<file path="config.mk">
export PLATFORM = sky130hd
export DESIGN_NAME = compression_format_sniffer_top_flat
export DESIGN_NICKNAME = d
export VERILOG_FILES = /design/src/design/cfs_pkg.sv /design/src/design/cfs_in_if.sv /design/src/design/cfs_out_if.sv /design/src/design/compression_format_sniffer_top.sv /design/src/design/cfs_classify.sv /design/src/flat_wrapper.sv
export SDC_FILE = /design/constraint.sdc
export NUM_CORES = 1
export LEC_CHECK = 0
export BUFFER_PORTS_ARGS = -buffer_cell sky130_fd_sc_hd__buf_2
export CAP_MARGIN = 20
export CORE_MARGIN = 5
export CORE_UTILIZATION = 60
export DETAILED_ROUTE_END_ITERATION = 10
export GPL_TIMING_DRIVEN = 0
export HOLD_SLACK_MARGIN = 0.12
export PLACE_DENSITY = 0.78
export SKIP_LAST_GASP = 1
export SLEW_MARGIN = 25
export SYNTH_ARGS = -nofsm -noshare
export SYNTH_HDL_FRONTEND = slang
export SYNTH_SLANG_ARGS = --single-unit
</file>
<file path="constraint.sdc">
create_clock -name i_clk -period 10.7 [get_ports i_clk]
set_input_delay 2.14 -clock i_clk [delete_from_list [all_inputs] [get_ports i_clk]]
set_output_delay 2.14 -clock i_clk [all_outputs]
set_load 0.005 [all_outputs]
</file>
<file path="src/design/cfs_pkg.sv">
// Package: shared constants, codes and types of the compression format sniffer.
`timescale 1ns / 1ps

package cfs_pkg;

    // Offset counters
    localparam int POS_BITS = 48;
    localparam int OUT_W    = 48;
    localparam int SUM_W    = POS_BITS + 2;
    localparam logic [POS_BITS-1:0] POS_MAX = {POS_BITS{1'b1}};

    // Result status codes
    localparam logic [1:0] STATUS_IDENTIFIED  = 2'd0;
    localparam logic [1:0] STATUS_NEED_MORE   = 2'd1;
    localparam logic [1:0] STATUS_UNSUPPORTED = 2'd2;

    // Result method codes
    localparam logic [2:0] METHOD_NONE = 3'd0;
    localparam logic [2:0] METHOD_ZSTD = 3'd1;
    localparam logic [2:0] METHOD_LZ4  = 3'd2;
    localparam logic [2:0] METHOD_GZIP = 3'd3;
    localparam logic [2:0] METHOD_ZLIB = 3'd4;

    // Magic numbers and header bytes
    localparam logic [27:0] SKIP_MAGIC_HI = 28'h184D2A5;
    localparam logic [31:0] MAGIC_ZSTD    = 32'hFD2FB528;
    localparam logic [31:0] MAGIC_LZ4     = 32'h184D2204;
    localparam logic [7:0]  GZIP_ID1      = 8'h1F;
    localparam logic [7:0]  GZIP_ID2      = 8'h8B;
    localparam logic [7:0]  GZIP_CM       = 8'h08;
    localparam logic [3:0]  ZLIB_CM       = 4'h8;

    // Header length offsets used by the need-more report
    localparam logic [3:0] MAGIC_LEN   = 4'd4;
    localparam logic [3:0] SKIP_HDR_LEN = 4'd8;
    // Skip end offset: one byte being consumed plus the next magic
    localparam logic [3:0] SKIP_TAIL   = 4'd5;

    // (CMF * 256) mod 31 for each CINFO value with CM = 8
    localparam logic [4:0] ZLIB_REM [8] = '{
        5'(((16 * 0 + 8) * 256) % 31),
        5'(((16 * 1 + 8) * 256) % 31),
        5'(((16 * 2 + 8) * 256) % 31),
        5'(((16 * 3 + 8) * 256) % 31),
        5'(((16 * 4 + 8) * 256) % 31),
        5'(((16 * 5 + 8) * 256) % 31),
        5'(((16 * 6 + 8) * 256) % 31),
        5'(((16 * 7 + 8) * 256) % 31)
    };

    // Classification of a four-byte frame magic
    typedef struct packed {
        logic       skippable;
        logic [1:0] status;
        logic [2:0] method;
    } t_class;

    // Saturating increment of an offset
    function automatic logic [POS_BITS-1:0] sat_inc(input logic [POS_BITS-1:0] a);
        logic [POS_BITS:0] s;
        s = {1'b0, a} + {{POS_BITS{1'b0}}, 1'b1};
        return s[POS_BITS] ? POS_MAX : s[POS_BITS-1:0];
    endfunction

    // Saturating add of a small constant to an offset
    function automatic logic [POS_BITS-1:0] sat_add_small(input logic [POS_BITS-1:0] a,
                                                          input logic [3:0] b);
        logic [POS_BITS:0] s;
        s = {1'b0, a} + (POS_BITS + 1)'(b);
        return s[POS_BITS] ? POS_MAX : s[POS_BITS-1:0];
    endfunction

endpackage

</file>
<file path="src/design/cfs_in_if.sv">
// Interface: input byte channel of the compression format sniffer.
`timescale 1ns / 1ps

interface cfs_in_if;
    logic       valid;
    logic       ready;
    logic       kind;
    logic [7:0] data_byte;

    modport source (output valid, output kind, output data_byte, input ready);
    modport sink   (input valid, input kind, input data_byte, output ready);
endinterface

</file>
<file path="src/design/cfs_out_if.sv">
// Interface: result channel of the compression format sniffer.
`timescale 1ns / 1ps

interface cfs_out_if;
    logic        valid;
    logic        ready;
    logic [1:0]  status;
    logic [2:0]  method;
    logic [47:0] need_offset;

    modport source (output valid, output status, output method, output need_offset,
                    input ready);
    modport sink   (input valid, input status, input method, input need_offset,
                    output ready);
endinterface

</file>
<file path="src/design/compression_format_sniffer_top.sv">
// Top level: byte-stream compression format sniffer with skippable-frame stepping.
//
//  Channel  Dir  Payload                              Item
//  i_in     in   kind, data_byte                      one stream byte or end marker
//  o_out    out  status, method, need_offset[47:0]    one decision or need-more report
//
//  One item is taken per cycle; a result appears in the output register the
//  cycle after the item that causes it, set by one state update per byte.
//  i_in.ready drops only while a result is held and o_out.ready is low.
//  Synchronous active-low reset clears the phase, counters and output valid.
//  An end marker rearms the block to the start of a new stream.
`timescale 1ns / 1ps

module compression_format_sniffer_top (
    input  logic       i_clk,
    input  logic       i_rst_n,
    cfs_in_if.sink     i_in,
    cfs_out_if.source  o_out
);
    import cfs_pkg::*;

    typedef enum logic [1:0] {
        PH_HEADER = 2'd0,
        PH_SKIP   = 2'd1,
        PH_DONE   = 2'd2
    } t_phase;

    t_phase                r_phase,      n_phase;
    logic [2:0]            r_hdr_cnt,    n_hdr_cnt;
    logic [6:0][7:0]       r_hdr,        n_hdr;
    logic [31:0]           r_skip_rem,   n_skip_rem;
    logic [POS_BITS-1:0]   r_position,   n_position;
    logic [POS_BITS-1:0]   r_frame,      n_frame;
    logic [POS_BITS-1:0]   r_skip_need,  n_skip_need;
    logic                  r_out_valid,  n_out_valid;
    logic [1:0]            r_status,     n_status;
    logic [2:0]            r_method,     n_method;
    logic [OUT_W-1:0]      r_need,       n_need;

    logic                  in_acc;
    logic [31:0]           magic;
    logic [31:0]           payload;
    logic [POS_BITS-1:0]   pos_inc;
    logic [SUM_W-1:0]      skip_sum;
    t_class                cls;

    // Accept while the output register is free or being emptied
    assign i_in.ready = !r_out_valid || o_out.ready;
    assign in_acc     = i_in.valid && i_in.ready;

    assign o_out.valid       = r_out_valid;
    assign o_out.status      = r_status;
    assign o_out.method      = r_method;
    assign o_out.need_offset = r_need;

    // Header words complete with the current byte
    assign magic   = {i_in.data_byte, r_hdr[2], r_hdr[1], r_hdr[0]};
    assign payload = {i_in.data_byte, r_hdr[6], r_hdr[5], r_hdr[4]};
    assign pos_inc = sat_inc(r_position);

    // End of payload plus next magic, measured from the current byte
    assign skip_sum = SUM_W'(r_position) + SUM_W'(payload) + SUM_W'(SKIP_TAIL);

    cfs_classify u_classify (
        .i_magic (magic),
        .o_class (cls)
    );

    // Next state and result
    always_comb begin
        n_phase     = r_phase;
        n_hdr_cnt   = r_hdr_cnt;
        n_hdr       = r_hdr;
        n_skip_rem  = r_skip_rem;
        n_position  = r_position;
        n_frame     = r_frame;
        n_skip_need = r_skip_need;
        n_out_valid = r_out_valid && !o_out.ready;
        n_status    = r_status;
        n_method    = r_method;
        n_need      = r_need;
        if (in_acc) begin
            if (i_in.kind) begin
                // Report need-more unless decided, then rearm
                if ((r_phase == PH_HEADER) || (r_phase == PH_SKIP)) begin
                    n_out_valid = 1'b1;
                    n_status    = STATUS_NEED_MORE;
                    n_method    = METHOD_NONE;
                    if (r_phase == PH_SKIP) begin
                        n_need = OUT_W'(r_skip_need);
                    end else begin
                        n_need = OUT_W'(sat_add_small(r_frame,
                                        r_hdr_cnt[2] ? SKIP_HDR_LEN : MAGIC_LEN));
                    end
                end
                n_phase    = PH_HEADER;
                n_hdr_cnt  = '0;
                n_skip_rem = '0;
                n_position = '0;
                n_frame    = '0;
            end else begin
                case (r_phase)
                    PH_SKIP: begin
                        // Count off one payload byte
                        n_position = pos_inc;
                        n_skip_rem = r_skip_rem - 32'd1;
                        if (r_skip_rem == 32'd1) begin
                            n_phase   = PH_HEADER;
                            n_hdr_cnt = '0;
                            n_frame   = pos_inc;
                        end
                    end
                    PH_HEADER: begin
                        // Collect one header byte
                        n_position = pos_inc;
                        n_hdr_cnt  = r_hdr_cnt + 3'd1;
                        if (r_hdr_cnt != 3'd7) begin
                            n_hdr[r_hdr_cnt] = i_in.data_byte;
                        end
                        if ((r_hdr_cnt == 3'd3) && !cls.skippable) begin
                            n_phase     = PH_DONE;
                            n_out_valid = 1'b1;
                            n_status    = cls.status;
                            n_method    = cls.method;
                            n_need      = '0;
                        end
                        if (r_hdr_cnt == 3'd7) begin
                            n_hdr_cnt = '0;
                            if (payload == 32'd0) begin
                                n_frame = pos_inc;
                            end else begin
                                n_phase    = PH_SKIP;
                                n_skip_rem = payload;
                                n_skip_need = (skip_sum[SUM_W-1:POS_BITS] != '0) ?
                                              POS_MAX : skip_sum[POS_BITS-1:0];
                            end
                        end
                    end
                    default: begin
                        // Drop bytes after a decision
                    end
                endcase
            end
        end
    end

    // Hold state and the output register
    always_ff @(posedge i_clk) begin
        if (!i_rst_n) begin
            r_phase     <= PH_HEADER;
            r_hdr_cnt   <= '0;
            r_skip_rem  <= '0;
            r_position  <= '0;
            r_frame     <= '0;
            r_out_valid <= 1'b0;
        end else begin
            r_phase     <= n_phase;
            r_hdr_cnt   <= n_hdr_cnt;
            r_skip_rem  <= n_skip_rem;
            r_position  <= n_position;
            r_frame     <= n_frame;
            r_out_valid <= n_out_valid;
        end
        r_hdr       <= n_hdr;
        r_skip_need <= n_skip_need;
        r_status    <= n_status;
        r_method    <= n_method;
        r_need      <= n_need;
    end

`ifndef SYNTHESIS
    a_skip_nonzero: assert property (@(posedge i_clk) disable iff (!i_rst_n)
        (r_phase == PH_SKIP) |-> (r_skip_rem != 32'd0))
        else $error("skip phase with no payload left");

    a_need_no_method: assert property (@(posedge i_clk) disable iff (!i_rst_n)
        (r_out_valid && ((r_status == STATUS_NEED_MORE) ||
                         (r_status == STATUS_UNSUPPORTED))) |-> (r_method == METHOD_NONE))
        else $error("method set on a report without identification");

    a_end_rearms: assert property (@(posedge i_clk) disable iff (!i_rst_n)
        (in_acc && i_in.kind) |=>
            ((r_phase == PH_HEADER) && (r_hdr_cnt == 3'd0) && (r_position == '0)))
        else $error("end marker did not rearm");

    a_done_frozen: assert property (@(posedge i_clk) disable iff (!i_rst_n)
        (in_acc && !i_in.kind && (r_phase == PH_DONE)) |=>
            ($stable(r_position) && (r_phase == PH_DONE)))
        else $error("byte after decision changed state");

    a_decide_result: assert property (@(posedge i_clk) disable iff (!i_rst_n)
        (in_acc && !i_in.kind && (r_phase == PH_HEADER) && (r_hdr_cnt == 3'd3) &&
         !cls.skippable) |=> (r_out_valid && (r_phase == PH_DONE)))
        else $error("decision without result");
`endif

endmodule

</file>
<file path="src/design/cfs_classify.sv">
// Module: classifies a four-byte little-endian frame magic.
`timescale 1ns / 1ps

module cfs_classify (
    input  logic [31:0]     i_magic,
    output cfs_pkg::t_class o_class
);
    import cfs_pkg::*;

    logic [7:0] cmf;
    logic [7:0] flg;
    logic [6:0] zsum;
    logic       zlib_ok;
    logic       gzip_ok;

    assign cmf = i_magic[7:0];
    assign flg = i_magic[15:8];

    // Fold FLG mod 31 (32 == 1 mod 31) and add the CMF remainder
    assign zsum = 7'(flg[7:5]) + 7'(flg[4:0]) + 7'(ZLIB_REM[cmf[6:4]]);
    assign zlib_ok = (cmf[3:0] == ZLIB_CM) && !cmf[7] &&
                     ((zsum == 7'd0) || (zsum == 7'd31) || (zsum == 7'd62));

    assign gzip_ok = (i_magic[7:0] == GZIP_ID1) && (i_magic[15:8] == GZIP_ID2) &&
                     (i_magic[23:16] == GZIP_CM);

    // Pick the format in priority order
    always_comb begin
        o_class.skippable = (i_magic[31:4] == SKIP_MAGIC_HI);
        o_class.status    = STATUS_IDENTIFIED;
        o_class.method    = METHOD_NONE;
        if (i_magic == MAGIC_ZSTD) begin
            o_class.method = METHOD_ZSTD;
        end else if (i_magic == MAGIC_LZ4) begin
            o_class.method = METHOD_LZ4;
        end else if (gzip_ok) begin
            o_class.method = METHOD_GZIP;
        end else if (zlib_ok) begin
            o_class.method = METHOD_ZLIB;
        end else begin
            o_class.status = STATUS_UNSUPPORTED;
        end
    end

endmodule

</file>
<file path="src/flat_wrapper.sv">
// flat-port wrapper written by rule: the top's interface ports become plain ports
module compression_format_sniffer_top_flat import cfs_pkg::*;
  (i_clk, i_rst_n, i_in_valid, i_in_kind, i_in_data_byte, i_in_ready, o_out_valid, o_out_status, o_out_method, o_out_need_offset, o_out_ready);
  cfs_in_if i_in_i ();
  cfs_out_if o_out_i ();
  input  logic i_clk;
  input  logic i_rst_n;
  input wire logic [$bits(i_in_i.valid)-1:0] i_in_valid;
  input wire logic [$bits(i_in_i.kind)-1:0] i_in_kind;
  input wire logic [$bits(i_in_i.data_byte)-1:0] i_in_data_byte;
  output wire logic [$bits(i_in_i.ready)-1:0] i_in_ready;
  output wire logic [$bits(o_out_i.valid)-1:0] o_out_valid;
  output wire logic [$bits(o_out_i.status)-1:0] o_out_status;
  output wire logic [$bits(o_out_i.method)-1:0] o_out_method;
  output wire logic [$bits(o_out_i.need_offset)-1:0] o_out_need_offset;
  input wire logic [$bits(o_out_i.ready)-1:0] o_out_ready;
  assign i_in_i.valid = i_in_valid;
  assign i_in_i.kind = i_in_kind;
  assign i_in_i.data_byte = i_in_data_byte;
  assign i_in_ready = i_in_i.ready;
  assign o_out_valid = o_out_i.valid;
  assign o_out_status = o_out_i.status;
  assign o_out_method = o_out_i.method;
  assign o_out_need_offset = o_out_i.need_offset;
  assign o_out_i.ready = o_out_ready;
  compression_format_sniffer_top u_core (.i_clk(i_clk), .i_rst_n(i_rst_n), .i_in(i_in_i), .o_out(o_out_i));
endmodule
</file>
**Word-level counts from Yosys, hierarchy flattened**

Memory sizes are Yosys's and may differ from the RTL's.
Cells that the tools add are included.

- $add $sub $neg: 8
- Multiply operators: 0
- Div/mod/pow operators: 0
- Order comparisons: 3
- Equal/unequal tests: 19
- Shift operators: 0
- Multiplexer cells: 55
- Bitwise logic cells: 3
- Reduce and logical (&&, ||, !) cells: 32

Operators by type and width:

| cell | number |
|---|---|
| 48-bit 2-to-1 mux | 13 |
| 32-bit 2-to-1 mux | 3 |
| 48-bit case mux with 2 select lines | 1 |
| 32-bit case mux with 2 select lines | 1 |
| 56-bit bitwise mux | 1 |
| 50-bit by 3-bit adder with 50-bit output, second input constant | 1 |
| 48-bit by 1-bit adder with 49-bit output, second input constant | 1 |
| 48-bit by 32-bit adder with 49-bit output | 1 |
| 48-bit by 4-bit adder with 49-bit output | 1 |
| 3-bit 2-to-1 mux | 11 |
| 32-bit by 1-bit equality test with 1-bit output, second input constant | 1 |
| 32-bit by 29-bit equality test with 1-bit output, second input constant | 1 |
| 32-bit equality test, second input constant | 1 |
| 32-bit zero test | 1 |
| 32-bit by 1-bit subtractor with 32-bit output, second input constant | 1 |
| 28-bit by 25-bit equality test with 1-bit output, second input constant | 1 |
| 2-bit 2-to-1 mux | 13 |
| 8-bit demux with 3-bit select | 1 |
| 3-bit != test, second input constant | 5 |
| 4-bit AND reduction | 3 |
| 5-bit 2-to-1 mux | 2 |
| 5-bit AND reduction | 2 |
| 8-bit by 4-bit equality test with 1-bit output, second input constant | 1 |
| 8-bit by 5-bit equality test with 1-bit output, second input constant | 1 |
| other kinds (31) | 52 |

- Bits in registers: 291
- Bits in latches: 0
- RAM bits: 0
- ROM bits: 40
- Input bits: 13
- Output and inout port bits: 55
- Logic and storage cells: 138
- Memories: 1

Memory list:

| name | depth | bits a word | read ports | clocked after Yosys merged registers in | write ports | line | text |
|---|---|---|---|---|---|---|---|
| (no name shown) | 8 | 5 | 1 | 0 | 0 | cfs_classify.sv:20 | `assign zsum = 7'(flg[7:5]) + 7'(flg[4:0]) + 7'(ZLIB_REM[cmf[6:4]]);` |

**Depth between registers and ports, before layout**

Gate-level depths: netlist (run 1).

- Word-level depth: 16
- Gate-level depth with buffers: 15
- Mapped depth without buffers: 14

**By module**

Synthesis (run 1) repeated with hierarchy kept, for this count alone.

- Cells, all modules: 1807
- Area, all modules: 16475.8 µm²

Modules (own cells, without submodules):

| module | instances | cells each | area an instance (µm²) | sequential area each (µm²) |
|---|---|---|---|---|
| compression_format_sniffer_top | 1 | 1728 | 15892.7 | 7156.9 |
| cfs_classify | 1 | 79 | 583.1 | 0.0 |

**Worst setup path after synthesis (run 1)**

Ideal clock, no wire load.

- Kind: in2reg
- Start: input i_in_kind
- End: register u_core.r_skip_need[0] (enable)
- Setup time: 0.513 ns
- Arrival time: 5.864 ns
- Data required time: 10.187 ns
- Setup slack: 4.323 ns
- Cell stages on the path: 4
- Path buffers: 1
- Cell sequence: clkbuf_1 -> inv_2 -> nand2_1 -> nor3_1

- Word-level cells in the longest chain between the ends: 2

RTL lines:

| item | line | text |
|---|---|---|
| start: declaration | flat_wrapper.sv:9 | `input wire logic [$bits(i_in_i.kind)-1:0] i_in_kind;` |
| 1-bit NOT (no source line) | n/a |  |
| 5-bit AND reduction (no source line) | n/a |  |
| end signal: assignment | compression_format_sniffer_top.sv:165 | `r_skip_need <= n_skip_need;` |
| end: declaration | compression_format_sniffer_top.sv:34 | `logic [POS_BITS-1:0] r_skip_need, n_skip_need;` |

No other way between the ends.
A chain may end at the register's enable or synchronous reset.

**Worst setup path after layout (run 1)**

- Start: input i_in_data_byte[3]
- End: register u_core.r_skip_need[36], data pin

- Word-level cells in the longest chain between the ends: 3

RTL lines:

| item | line | text |
|---|---|---|
| start: declaration | flat_wrapper.sv:10 | `input wire logic [$bits(i_in_i.data_byte)-1:0] i_in_data_byte;` |
| 48-bit by 32-bit adder with 49-bit output (*) | compression_format_sniffer_top.sv:62 | `assign skip_sum = SUM_W'(r_position) + SUM_W'(payload) + SUM_W'(SKIP_TAIL);` |
| 50-bit by 3-bit adder with 50-bit output (*) | compression_format_sniffer_top.sv:62 |  |
| 2-bit nonzero test | compression_format_sniffer_top.sv:134 | `n_skip_need = (skip_sum[SUM_W-1:POS_BITS] != '0) ?` |

Every way passes the cells marked *; elsewhere a longest branch is shown, timed or not.

==> impl_metrics.tcl, run 1 <==
set metrics [dict create \
    status "finished, final reports clean" \
    grt_pass1_vias 15300 \
    clock_sinks 283 \
    fin_hold_ws_ps 490 \
    wl_per_cell_um 21.7 \
    io_pins 68 \
    p_leak_nw 6.81 \
    clockRootBuffer "clkbuf_16" \
    critical_path_required_ps 11070 \
    start_util 0.605 \
    first_pass_iters 8 \
    min-delay-start "u_core.r_frame[8]" \
    hold_path_class "flip-flop to flip-flop" \
    cts_setup_buffers 0 \
    dieArea_um2 33300 \
    n_antenna_cell 0 \
    reg2reg_from "u_core.payload[12]" \
    finish.net_count 2226 \
    whs_path_depth 2 \
    crit_fanout 10 \
    grt_max_degree 39 \
    finalCritPeriodShare 0.537 \
    synth.distinct_cells 88 \
    synth_area_per_cell_um2 8.69 \
    area_delta_synth_final_pct 10.6 \
    synth_nets 2120 \
    grt_first_pass_wirelength_um 86600 \
    cts_tree "yes" \
    setup_viol 0 \
    ant_nets 0 \
    antenna_found_initial 0 \
    core_area_um2 29600 \
    fin_skew_ps 16.9 \
    crit_type "primary input to flip-flop" \
    drv_slew 0 \
    synth_flop_cell "edfxtp_1" \
    rsz0062_at_grt "false" \
    post_cts_resized 0 \
    track_usage 0.326 \
    clkLatencyLatePin_ps 580 \
    critPathArrivalTime_ps 6110 \
    htreeDepth 1 \
    worst_hold_path.endpoint "u_core.r_frame[8]" \
    path_clk_slew_ps 60 \
    fmax_mhz 174 \
    detail_route.iter0.violations 2110 \
    finalHoldViolations 0 \
    routed_wl_um 56000 \
    viasPerCell 6.48 \
    portBuffers 66 \
    syn_inst 2056 \
    cp-end-kind "flip-flop" \
    final.fill_count 2455 \
    yosys_register_bits 283 \
    r2r_slack_ps 5940 \
    synth-edff-count 149 \
    cts_made_buffers 31 \
    ir_worst_vdd_mv 0.138 \
    cp-start-kind "primary input" \
    powerDensity_nw_per_um2 122 \
    drc 0 \
    die_h_um 183 \
    place_congestion 0.978 \
    core.rowCount 63 \
    worst_pin_slew_ps 1080 \
    cap_violations 0 \
    netlist_area_um2 17900 \
    gr-total-overflow 0 \
    cts_hold_buf 0 \
    r2r_cells 14 \
    cts_buffer_depth 3 \
    post-route-min-period_ps 5740 \
    maxSlewHeadroom 0.274 \
    fin_cells 2577 \
    dp.cells 2519 \
    ys_async_sr_fraction 0 \
    seq_area_frac_synth 0.400 \
    yosys_warnings 0 \
    setup_tns_ps 0 \
    via_count 16700 \
    drive_above_1_share 0.0956 \
    worstReg2RegEnd "u_core.r_skip_need[36]" \
    die_x_um 183 \
    dp_hpwl_um 43100 \
]
worst max-delay path, stage by stage:
cell and delay [ps]:
buf_2 310, ha_1 290, buf_2 180, a21oi_1 250
o21ai_2 160, a2111oi_4 500, o311ai_4 300, nand3_1 220
xor2_1 180, nor4_4 540, nand4_1 150, o32a_1 320
buf_4 190, buf_6 170, o21ai_1 180
cells by family after synthesis:
kind of cell	Yosys count	synth area share
AND/OR/NAND/NOR	841	0.245
AO/OA/AOI/OAI	569	0.200
flip-flops	283	0.400
XOR/XNOR	157	0.0778
buffers and inverters	149	0.0357
adder cells (fa/ha/maj)	51	0.0374
multiplexers	6	0.00336
synthesized netlist by cell type (all sizes together), types with 6 or more instances:
| cell | count | area (µm²) |
|---|---|---|
| o21a | 18 | 143 |
| a21boi | 39 | 293 |
| nand4b | 8 | 70.1 |
| nor2b | 78 | 488 |
| ha | 47 | 588 |
| nor3 | 55 | 285 |
| inv | 34 | 128 |
| or3 | 13 | 86.3 |
| and4 | 24 | 210 |
| o21ai | 148 | 771 |
| a2111oi | 7 | 81.3 |
| and2 | 40 | 251 |
| a211oi | 16 | 140 |
| nor3b | 6 | 55.1 |
| nand4 | 51 | 319 |
| a22oi | 57 | 428 |
| nor2 | 146 | 548 |
| dfxtp | 134 | 2680 |
| nand3 | 82 | 415 |
| xnor2 | 80 | 716 |
| xor2 | 77 | 674 |
| nor4 | 36 | 302 |
| nand2 | 237 | 892 |
| and3 | 30 | 188 |
| edfxtp | 149 | 4470 |
| a21oi | 192 | 980 |
| buf | 32 | 198 |
| clkbuf | 83 | 313 |
| a31oi | 15 | 93.8 |
| nand2b | 13 | 81.3 |
| a21o | 20 | 150 |
| o211ai | 14 | 105 |
| mux2i | 6 | 60.1 |
power by group:
group | internal, mW | switching [mW]
Clock | 0.586 | 0.452
Combinational | 0.0639 | 0.147
Sequential | 1.16 | 0.0104
cells in the final DEF, fill, tap and decap left out, types with 11 or more instances in the layout:
cell type	instances
a211oi_1	12
buf_4	11
a21oi_1	189
nand2b_1	13
o211ai_1	14
o21ai_0	129
inv_1	32
nor4_1	28
clkbuf_1	90
ha_1	47
and2_1	38
dfxtp_1	134
a22oi_1	57
nor3_1	49
a21boi_0	37
a21o_1	20
nand3_1	81
a31oi_1	15
o21ai_1	13
nor2_1	146
nand4_1	51
edfxtp_1	149
xor2_1	77
buf_2	89
xnor2_1	78
or3_1	12
and3_1	30
o21a_1	17
nor2b_1	78
clkbuf_16	31
nand2_1	236
and4_1	24
layer usage:
| metal | wire, µm | track usage | part of all wire |
|---|---|---|---|
| met5 | 0 | 0 | 0 |
| met4 | 1610 | 0.0832 | 0.029 |
| met3 | 6160 | 0.0482 | 0.11 |
| met2 | 23700 | 0.489 | 0.42 |
| met1 | 24500 | 0.496 | 0.44 |
metrics by stage:
stage | area (µm²) | util | setup WS (ps) | power (mW)
after CTS | 19800 | 0.669 | 5080 | 2.42
after floorplan | 17900 | - | 4320 | 1.32
after global routing | 19800 | 0.669 | 4690 | 2.49
after detailed placement | 18800 | 0.635 | 4510 | 1.39
after global placement | 18700 | 0.632 | 2520 | 1.39
final | 19800 | 0.669 | 4960 | 2.42
sequential cells by signal, indices dropped and copies added (netlist names), 24 cells and up:
register                  cells
u_core.r_skip_need           48
u_core.r_skip_rem            32
u_core.o_out.need_offset     48
u_core.payload               24
u_core.r_position            48
u_core.r_frame               48
u_core.magic                 24
worst max path at each step:
stage	start	endpoint	slack (ps)
global route	i_in_data_byte[0]	u_core.r_skip_need[36]	4690
CTS	i_in_data_byte[0]	u_core.r_skip_need[36]	5080
global placement	i_in_data_byte[7]	u_core.r_skip_need[37]	2520
finish	i_in_data_byte[3]	u_core.r_skip_need[36]	4960
detailed placement	i_in_data_byte[0]	u_core.r_skip_need[36]	4510
floorplan	i_in_kind	u_core.r_skip_need[0]	4320
cell type report:
type	instances	area (µm²)	share of cell area
clock buffers	39	806	0.0408
plain buffers	115	510	0.0258
inverters	34	128	0.00645
clock inverters	19	179	0.00905
repair buffers	73	395	0.0200
well taps	390	488	0.0247
flip-flops and latches	283	7160	0.362
multi-input cells	1624	10100	0.511
No activity file was read; power rests on OpenSTA's default activity.
==> run 2, diff against run 1 <==
Settings changed: CORE_UTILIZATION 60 to 57, PLACE_DENSITY 0.78 to 0.77.
Clock period 10.7 ns to 4.7 ns, I/O delays scaled along.
==> run 2 against run 1 <==
Worst hold slack gained 22 ps. Count of clock-buffer cells in the layout is the same. Die area grew 5.0%. Utilization shrank 2.3 points. Largest cell class unchanged.
==> impl_metrics.tcl, run 2 (synthesized netlist as in run 1, its figures left out) <==
set metrics [dict create \
    status "finished, final reports clean" \
    area_delta_synth_final_pct 11.1 \
    dp_hpwl_um 43400 \
    fmax_mhz 222 \
    worstReg2RegEnd "u_core.r_skip_need[36]" \
    p_leak_nw 6.86 \
    gr-total-overflow 0 \
    grt_pass1_vias 15200 \
    portBuffers 66 \
    fin_util 0.646 \
    cts_hold_buf 0 \
    cts_made_buffers 31 \
    path_clk_slew_ps 60 \
    wl_per_cell_um 21.7 \
    clockRootBuffer "clkbuf_16" \
    drive_above_1_share 0.100 \
    start_util 0.581 \
    fin_skew_ps 21.8 \
    ant_nets 0 \
    r2r_slack_ps 230 \
    grt_use_met2 0.469 \
    drc 0 \
    critical_path_required_ps 5080 \
    dpl_cell_area_um2 18800 \
    use_met1 0.454 \
    clock_sinks 283 \
    multiInputGateArea_um2 10100 \
    ir_worst_vdd_mv 0.309 \
    worst_pin_slew_ps 1030 \
    maxSlewHeadroom 0.316 \
    first_pass_iters 6 \
    cp_slowest_cell "a2111oi_1" \
    dieArea_um2 35000 \
    die_x_um 187 \
    max_stage_delay_ps 600 \
    grt_max_degree 39 \
    final.fill_count 2610 \
    r2r_cells 15 \
    cp-start-kind "primary input" \
    clkLatencyLatePin_ps 580 \
    grt.met3_usage 0.0567 \
    cts_tree "yes" \
    final_common_cell "nand2_1" \
    hold_path_class "flip-flop to flip-flop" \
    min-delay-start "u_core.r_frame[35]" \
    track_usage 0.307 \
    fin_area_um2 19900 \
    setup_tns_ps 0 \
    finalHoldViolations 0 \
    finalCritPeriodShare 0.957 \
    finish.net_count 2226 \
    preCtsSetupSlack_ps -253 \
    top_usage_layer "met2" \
    final_cell_mix "nand2_1 (236), a21oi_1 (189), edfxtp_1 (149)" \
    drv_slew 0 \
    reg2reg_from "u_core.r_position[0]" \
    layout_setup_ws_ps 204 \
    whs_path_depth 2 \
    setup_viol 0 \
    critPathArrivalTime_ps 4870 \
    io_pins 68 \
    detail_route.iter0.violations 2037 \
    post-route-min-period_ps 4500 \
    worst_hold_path.endpoint "u_core.r_frame[35]" \
    via_count 16600 \
    core.rowCount 64 \
    crit_type "primary input to flip-flop" \
    die_h_um 187 \
    cap_violations 0 \
    core_area_um2 30700 \
    p_total_mw 5.60 \
    cp-end-kind "flip-flop" \
    powerDensity_nw_per_um2 282 \
    place_congestion 0.970 \
    rsz0062_at_grt "false" \
    grt_first_pass_wirelength_um 86700 \
    path_cells "buf_2 > ha_1 > buf_2 > nand4_1 > nor3_1 > nand3_1 > a2111oi_1 > o31ai_1 > xor2_1 > nor3_1 > nand4_1 > o32a_1 > buf_4 > buf_6 > o21ai_1" \
    viasPerCell 6.43 \
    ff_latch_area_um2 7160 \
    crit_fanout 10 \
    n_antenna_cell 0 \
    antenna_found_initial 0 \
    cts_buffer_depth 3 \
    routed_wl_um 56000 \
    htreeDepth 1 \
]
[run 2: cell count changes in the layout (fill, tap and decap cells not counted), moves of 2 or more]
cell / change
inv_6: +2
clkinvlp_4: -3
clkbuf_8: +2
clkinv_1: -4
buf_4: -3
clkbuf_1: -4
buf_8: +2
clkinv_2: +4
[run 2: worst max-delay path by stage]
stage / depth (start not counted) / start / endpoint / slack, ps
2_1_floorplan: 13 / i_in_data_byte[3] / u_core.r_skip_need[39] / 800
3_3_place_gp: 15 / i_in_data_byte[3] / u_core.r_skip_need[36] / -280
3_5_place_dp: 14 / i_in_data_byte[0] / u_core.r_skip_need[36] / -250
4_1_cts: 14 / u_core.payload[12] / u_core.r_skip_need[36] / 160
5_1_grt: 14 / u_core.payload[20] / u_core.r_skip_need[36] / 10
6_report: 15 / i_in_data_byte[3] / u_core.r_skip_need[36] / 200
[run 2: metal layers]
layer	vias to the layer above	share of wire
met3	90	0.11
met2	914	0.43
met5	-	0
li1	7747	-
met1	7846	0.44
met4	0	0.028
[run 2: cell type report]
class | instances | share of cell area
Multi-Input combinational cell | 1624 | 0.510
Buffer | 115 | 0.0258
Sequential cell | 283 | 0.360
Timing Repair Buffer | 73 | 0.0209
Inverter | 34 | 0.00643
Clock buffer | 39 | 0.0426
Clock inverter | 19 | 0.00932
Tap cell | 396 | 0.0249
[run 2: power breakdown]
part / internal, mW / total [mW] / switching [mW]
Sequential: 2.63 / 2.66 / 0.0237
Combinational: 0.146 / 0.483 / 0.337
Clock: 1.40 / 2.46 / 1.06
Total: 4.18 / 5.60 / 1.42
[run 2: stage by stage]
step                      std cells  hold WS, ps
after floorplan                2056          464
after global placement         2518          482
after detailed placement       2523          488
after CTS                      2581          512
after global routing           2583          533
final                          2583          512
[run 2: critical path, delay by kind of cell]
family / cells / cell delay [ps]
compound gates: 4 / 1280
buf+inv: 4 / 800
fa+ha+maj: 1 / 330
simple gates: 5 / 1270
xor+xnor: 1 / 230
[run 2: what timing repair did]
| item | CTS | global route |
|---|---|---|
| hold endpoints to repair | 0 | 0 |
| buffers inserted | 0 | 2 |
| gates resized for setup | 0 | 5 |
| setup endpoints to repair | 0 | 46 |
